**src/rtl/rwh_pkg.sv**
```systemverilog
// Shared constants and helpers for the rolling window hash unit.
`timescale 1ns / 1ps

package rwh_pkg;

  localparam int MAX_WINDOW = 64;
  localparam int MIN_WINDOW = 3;
  localparam int HASH_W     = 23;
  localparam int BYTE_W     = 8;
  localparam int CFG_W      = 7;
  localparam int POS_W      = $clog2(MAX_WINDOW);
  localparam int CNT_W      = $clog2(MAX_WINDOW + 1);
  localparam int CMP_W      = (CNT_W > CFG_W) ? CNT_W : CFG_W;
  localparam int PROD_W     = HASH_W + BYTE_W;
  localparam int OUT_TDATA_W = ((HASH_W + 7) / 8) * 8;

  localparam logic [CFG_W-1:0] WINDOW_RESET = CFG_W'(16);

  typedef logic [HASH_W-1:0] hash_t;

  // Multiplication by the base 257 is an add of the value and its 8-bit shift.
  function automatic hash_t mul257(input hash_t value);
    hash_t result;
    result = value + {value[HASH_W-9:0], 8'd0};
    return result;
  endfunction

endpackage

```
**src/rtl/rolling_window_hash_unit.sv**
```systemverilog
// Rolling polynomial hash over a byte stream with a ring of the last window bytes.
`timescale 1ns / 1ps
// The output register captures the hash of each byte transfer that fills a window.
// Throughput: one byte per cycle unless the output is held or a config write waits;
// the oldest ring byte is read one transfer ahead so the registered read never stalls.
// Reset (synchronous, active high) sets the window size to 16 and empties the window.
// A configuration write also empties the window; the output stays ready to drain.

module rolling_window_hash_unit
  import rwh_pkg::*;
(
  input  logic                   clk,
  input  logic                   rst,
  input  logic                   s_tvalid,
  output logic                   s_tready,
  input  logic [BYTE_W-1:0]      s_tdata,   // data_byte
  input  logic                   s_tuser,   // restart
  output logic                   m_tvalid,
  input  logic                   m_tready,
  output logic [OUT_TDATA_W-1:0] m_tdata,   // hash_value, then zero padding
  input  logic                   cfg_valid,
  output logic                   cfg_ready,
  input  logic [CFG_W-1:0]       cfg_data
);

  logic [BYTE_W-1:0] ring [MAX_WINDOW];
  logic [BYTE_W-1:0] oldest;

  logic [CFG_W-1:0]  window_size;
  hash_t             running_hash;
  logic [CNT_W-1:0]  fill_count;
  logic [POS_W-1:0]  ring_position;
  hash_t             removal_multiplier;
  hash_t             out_hash;
  logic              out_valid;

  logic [CMP_W-1:0]  win;
  logic              accept;
  hash_t             hash_cur;
  logic [CNT_W-1:0]  fill_cur;
  logic [POS_W-1:0]  pos;
  hash_t             mult_cur;
  logic [CMP_W-1:0]  pos_inc;
  logic [POS_W-1:0]  pos_next;
  logic [CMP_W-1:0]  fill_inc;
  logic              filling;
  logic              emit;
  logic [PROD_W-1:0] product;
  hash_t             kept;
  hash_t             hash_next;
  hash_t             mult_next;
  logic [POS_W-1:0]  rd_addr;

  assign cfg_ready = 1'b1;
  assign s_tready  = (!out_valid || m_tready) && !cfg_valid;
  assign accept    = s_tvalid && s_tready;
  assign m_tvalid  = out_valid;
  assign m_tdata   = OUT_TDATA_W'(out_hash);

  always_comb begin
    if (CMP_W'(window_size) < CMP_W'(MIN_WINDOW)) begin
      win = CMP_W'(MIN_WINDOW);
    end else if (CMP_W'(window_size) > CMP_W'(MAX_WINDOW)) begin
      win = CMP_W'(MAX_WINDOW);
    end else begin
      win = CMP_W'(window_size);
    end
  end

  always_comb begin
    if (s_tuser) begin
      hash_cur = '0;
      fill_cur = '0;
      pos      = '0;
      mult_cur = HASH_W'(1);
    end else begin
      hash_cur = running_hash;
      fill_cur = fill_count;
      pos      = (CMP_W'(ring_position) >= win) ? '0 : ring_position;
      mult_cur = removal_multiplier;
    end
    pos_inc  = CMP_W'(pos) + CMP_W'(1);
    pos_next = (pos_inc >= win) ? '0 : pos_inc[POS_W-1:0];
    fill_inc = CMP_W'(fill_cur) + CMP_W'(1);
    filling  = CMP_W'(fill_cur) < win;
    product  = PROD_W'(oldest) * PROD_W'(mult_cur);
    kept     = hash_cur - product[HASH_W-1:0];
    if (filling) begin
      hash_next = mul257(hash_cur) + HASH_W'(s_tdata);
      emit      = !(fill_inc < win);
      mult_next = emit ? mult_cur : mul257(mult_cur);
    end else begin
      hash_next = mul257(kept) + HASH_W'(s_tdata);
      emit      = 1'b1;
      mult_next = mult_cur;
    end
    rd_addr = accept ? pos_next : ring_position;
  end

  always_ff @(posedge clk) begin
    if (accept) begin
      ring[pos] <= s_tdata;
    end
    oldest <= ring[rd_addr];
    if (accept && emit) begin
      out_hash <= hash_next;
    end
  end

  always_ff @(posedge clk) begin
    if (rst) begin
      window_size        <= WINDOW_RESET;
      running_hash       <= '0;
      fill_count         <= '0;
      ring_position      <= '0;
      removal_multiplier <= HASH_W'(1);
      out_valid          <= 1'b0;
    end else begin
      if (cfg_valid) begin
        window_size        <= cfg_data;
        running_hash       <= '0;
        fill_count         <= '0;
        ring_position      <= '0;
        removal_multiplier <= HASH_W'(1);
      end else if (accept) begin
        running_hash       <= hash_next;
        ring_position      <= pos_next;
        removal_multiplier <= mult_next;
        if (filling) begin
          fill_count <= fill_inc[CNT_W-1:0];
        end else begin
          fill_count <= fill_cur;
        end
      end
      if (accept && emit) begin
        out_valid <= 1'b1;
      end else if (m_tready) begin
        out_valid <= 1'b0;
      end
    end
  end

endmodule

```
**config.mk**
```make
export PLATFORM = sky130hd
export DESIGN_NAME = rolling_window_hash_unit
export DESIGN_NICKNAME = d
export VERILOG_FILES = /design/src/rtl/rwh_pkg.sv /design/src/rtl/rolling_window_hash_unit.sv
export SDC_FILE = /design/constraint.sdc
export NUM_CORES = 1
export LEC_CHECK = 0
export BUFFER_PORTS_ARGS = -buffer_cell sky130_fd_sc_hd__buf_2
export CORE_ASPECT_RATIO = 1.4
export CORE_MARGIN = 4
export CORE_UTILIZATION = 61
export CTS_BUF_LIST = sky130_fd_sc_hd__clkbuf_2 sky130_fd_sc_hd__clkbuf_4 sky130_fd_sc_hd__clkbuf_8
export CTS_CLUSTER_SIZE = 30
export DETAILED_ROUTE_END_ITERATION = 6
export PLACE_DENSITY = 0.87
export SYNTH_ARGS = -nofsm -noshare
export SYNTH_HDL_FRONTEND = slang
export SYNTH_SLANG_ARGS = --single-unit
```
**constraint.sdc**
```tcl
create_clock -name clk -period 22.3 [get_ports clk]
set_clock_uncertainty 0.15 [all_clocks]
set_input_delay 4.46 -clock clk [delete_from_list [all_inputs] [get_ports clk]]
set_output_delay 4.46 -clock clk [all_outputs]
set_load 0.05 [all_outputs]
```
==> flow_summary.toml <==
[clock_network]
clock_path_buffers = 3
h-tree-depth = 3
cts_resized = 0
cts_made_buffers = 88
cts_hold_buf = 0
clock-sinks = 610
post_cts_buffers = 0
clk_latency_ns = 0.69
cts_tree = "done"
cts_root_buf = "clkbuf_8"
path_clk_slew_ns = 0.06

[global_routing]
grt_pass1_vias = 24370
grt_pass1_wl_um = 131400
grt_use_total_pct = 28.95
antenna_found_initial = 1
grt_max_degree = 84
grt_overflow = 0

[detailed_routing]
antenna_left = 0
drcViolationCount = 2
drt_first_iter_violations = 2429
routed_wl_um = 83550
post_drt_wl_per_cell_um = 22.39
viasPerCell = 6.204
firstDrtPassIters = 7
dr_total_vias = 23150

[yosys]
synth_common_cells = "nand2_1 (554), edfxtp_1 (535), inv_1 (174), nor2_1 (172), fa_1 (124)"
synthCells = 2940
synth.net_count = 3204
ys.flop_type = "edfxtp_1"
synth_edf_count = 535
netlist_area_sq_mm = 0.03296
synthTopCellsByArea = "edfxtp_1 (49%), fa_1 (7.5%), nand2_1 (6.3%)"
async_flop_share_pct = 0
ys_warn_count = 0
synth_area_leader_cell = "edfxtp_1"
syn_avg_cell_area_sq_um = 11.21
seq_area_frac_synth_pct = 53.30
synth_top_area_share_pct = 48.75
yosysMostFrequentCell = "nand2_1"
ys_ff_latch = 610
synth_cell_types = 76

[outcome]
outcome = "complete, but fails checks"
violations = "design-rule violations"

[cells_and_area]
layout.nets = 3210
final.fill_count = 3773
layout-drive-gt1-share_pct = 8.850
final_util_pct = 66.62
multiInputGateArea_sq_mm = 0.01407
seq_area_sq_mm = 0.01757
areaGrowthSynthToFinish_pct = 7.753

[sta]
setup_viol = 0
period_share_pct = 53.27
fin_ws_ns = 10.42
holdWs_ns = 0.2906
hold_violations = 0
setup_tns_ns = 0
maxSlewHeadroom_pct = 15.80
slew_viol_final = 0
rsz0062_at_grt = "no"
fin_crit_ns = 11.88
tightest_slew_ns = 1.253
max_freq_ghz = 0.08419

[setup_path]
cp_max_fo = 57
cp-end-kind = "flop"
max_stage_delay_ns = 0.69
worst_ep_required_time_ns = 22.73
cp_data_arrival_time_ns = 12.31
slowest_stage = "clkinv_1"
criticalPathCategory = "in2reg"
start_kind = "input pin"

[power_and_ir_drop]
combPwrFrac_pct = 16.8
switching_share_pct = 27.25
seqPwrFrac_pct = 48.0
internal_power_mw = 1.910
p_leak_nw = 13.43
finalPower_mw = 2.626
clockPowerShare_pct = 35.2
irDropWorstVdd_uv = 92.06
power.density_mw_per_mm2 = 73.95
switching_power_mw = 0.7157

[floorplan]
start_util_pct = 61.83
ios = 48
coreArea_sq_mm = 0.05330
rows = 100
dieArea_sq_mm = 0.05786
die_h_um = 283.0
die_w_um = 204.4

[job]
cap_viol_max_count = 0

[place]
hpwl_um = 57000
pre_cts_slack_ns = 9.781
place.gp.congestion = 0.9410
io_buffers = 45

[hold_path]
min_path_type = "reg2reg"
-- flip-flops by register name, summed over array words and instances, names as in the netlist --
| register | flops |
|---|---|
| fill_count | 7 |
| m_tvalid | 1 |
| oldest | 8 |
| out_hash | 23 |
| removal_multiplier | 23 |
| ring | 512 |
| ring_position | 6 |
| running_hash | 23 |
| window_size | 7 |
-- worst paths after layout --
kind                    startpoint                    end  slack, ns  cells past startpoint
max reg2reg         window_size[2]              oldest[5]      13.74                     23
max                        s_tuser       running_hash[19]      10.42                     31
min reg2reg  removal_multiplier[0]  removal_multiplier[0]       0.29                      1
min          removal_multiplier[0]  removal_multiplier[0]       0.29                      1
-- per-stage QoR --
step | instances | instance area (sq um)
final | 3732 | 35510
after global routing | 3732 | 35510
after CTS | 3731 | 35510
after detailed placement | 3570 | 33680
after global placement | 3570 | 33680
after floorplan | 2940 | 32960
-- logic make-up after synthesis --
logic type | Yosys count | synth area share [%]
and+or+nand+nor | 1146 | 15.78
adders and majority gates | 243 | 12.05
DFF | 610 | 53.30
muxes | 100 | 3.504
other | 2 | 0.02279
AOI/OAI and AO/OA | 409 | 8.683
buffers and inverters | 339 | 4.199
xor gates and xnor gates | 91 | 2.460
-- power by group through the flow --
stage	clock network [mW]	logic [mW]	registers, mW
floorplan	0	0.306	1.28
global placement	0	0.420	1.28
detailed placement	0	0.431	1.28
CTS	0.933	0.434	1.26
global route	0.988	0.480	1.26
finish	0.926	0.440	1.26
-- critical path: cells and delay by family --
family,cells,cell delay [ns]
compound gates,10,2.15
xor+xnor,2,0.43
fa+ha+maj,6,2.54
buf+inv,7,1.57
simple gates,6,1.10
-- metal layers --
| layer | routed length (um) | track usage, % | up-vias |
|---|---|---|---|
| met4 | 6462 | 19.36 | 0 |
| met5 | 0 | 0 | - |
| li1 | - | - | 10360 |
| met3 | 6755 | 5.137 | 350 |
| met1 | 28240 | 33.28 | 11160 |
| met2 | 42090 | 49.30 | 1291 |
-- layout by cell type (no fill, tap or decap), types with 16 or more instances in the layout --
cell type / Yosys / layout
ha_1: 119 / 119
and3_1: 61 / 61
nand2_1: 554 / 553
clkinv_1: 1 / 20
nor2_1: 172 / 172
o21ai_0: 60 / 58
xor2_1: 37 / 37
and2_1: 93 / 93
nand2b_1: 17 / 17
buf_2: 50 / 45
mux2i_1: 85 / 85
a31oi_1: 26 / 25
nor3_1: 33 / 33
o21a_1: 21 / 20
inv_1: 174 / 174
xnor2_1: 53 / 53
dfxtp_1: 75 / 75
clkbuf_4: 0 / 29
o211ai_1: 16 / 16
buf_4: 9 / 35
a21oi_1: 79 / 79
a211oi_1: 17 / 17
a21o_1: 31 / 31
fa_1: 124 / 124
edfxtp_1: 535 / 535
nor2b_1: 55 / 55
nand3_1: 114 / 114
a22oi_1: 18 / 18
clkbuf_8: 0 / 89
a311oi_1: 70 / 70
-- cell type report --
class                           count  area share, %
Sequential cell                   610          49.47
Multi-Input combinational cell   1991          39.63
Clock buffer                      118          4.062
Tap cell                          714          2.516
Inverter                          175          1.850
Timing Repair Buffer               80          1.374
Clock inverter                     43          1.096
Antenna cell                        1       0.007047
(Power assumes the default switching activity.)
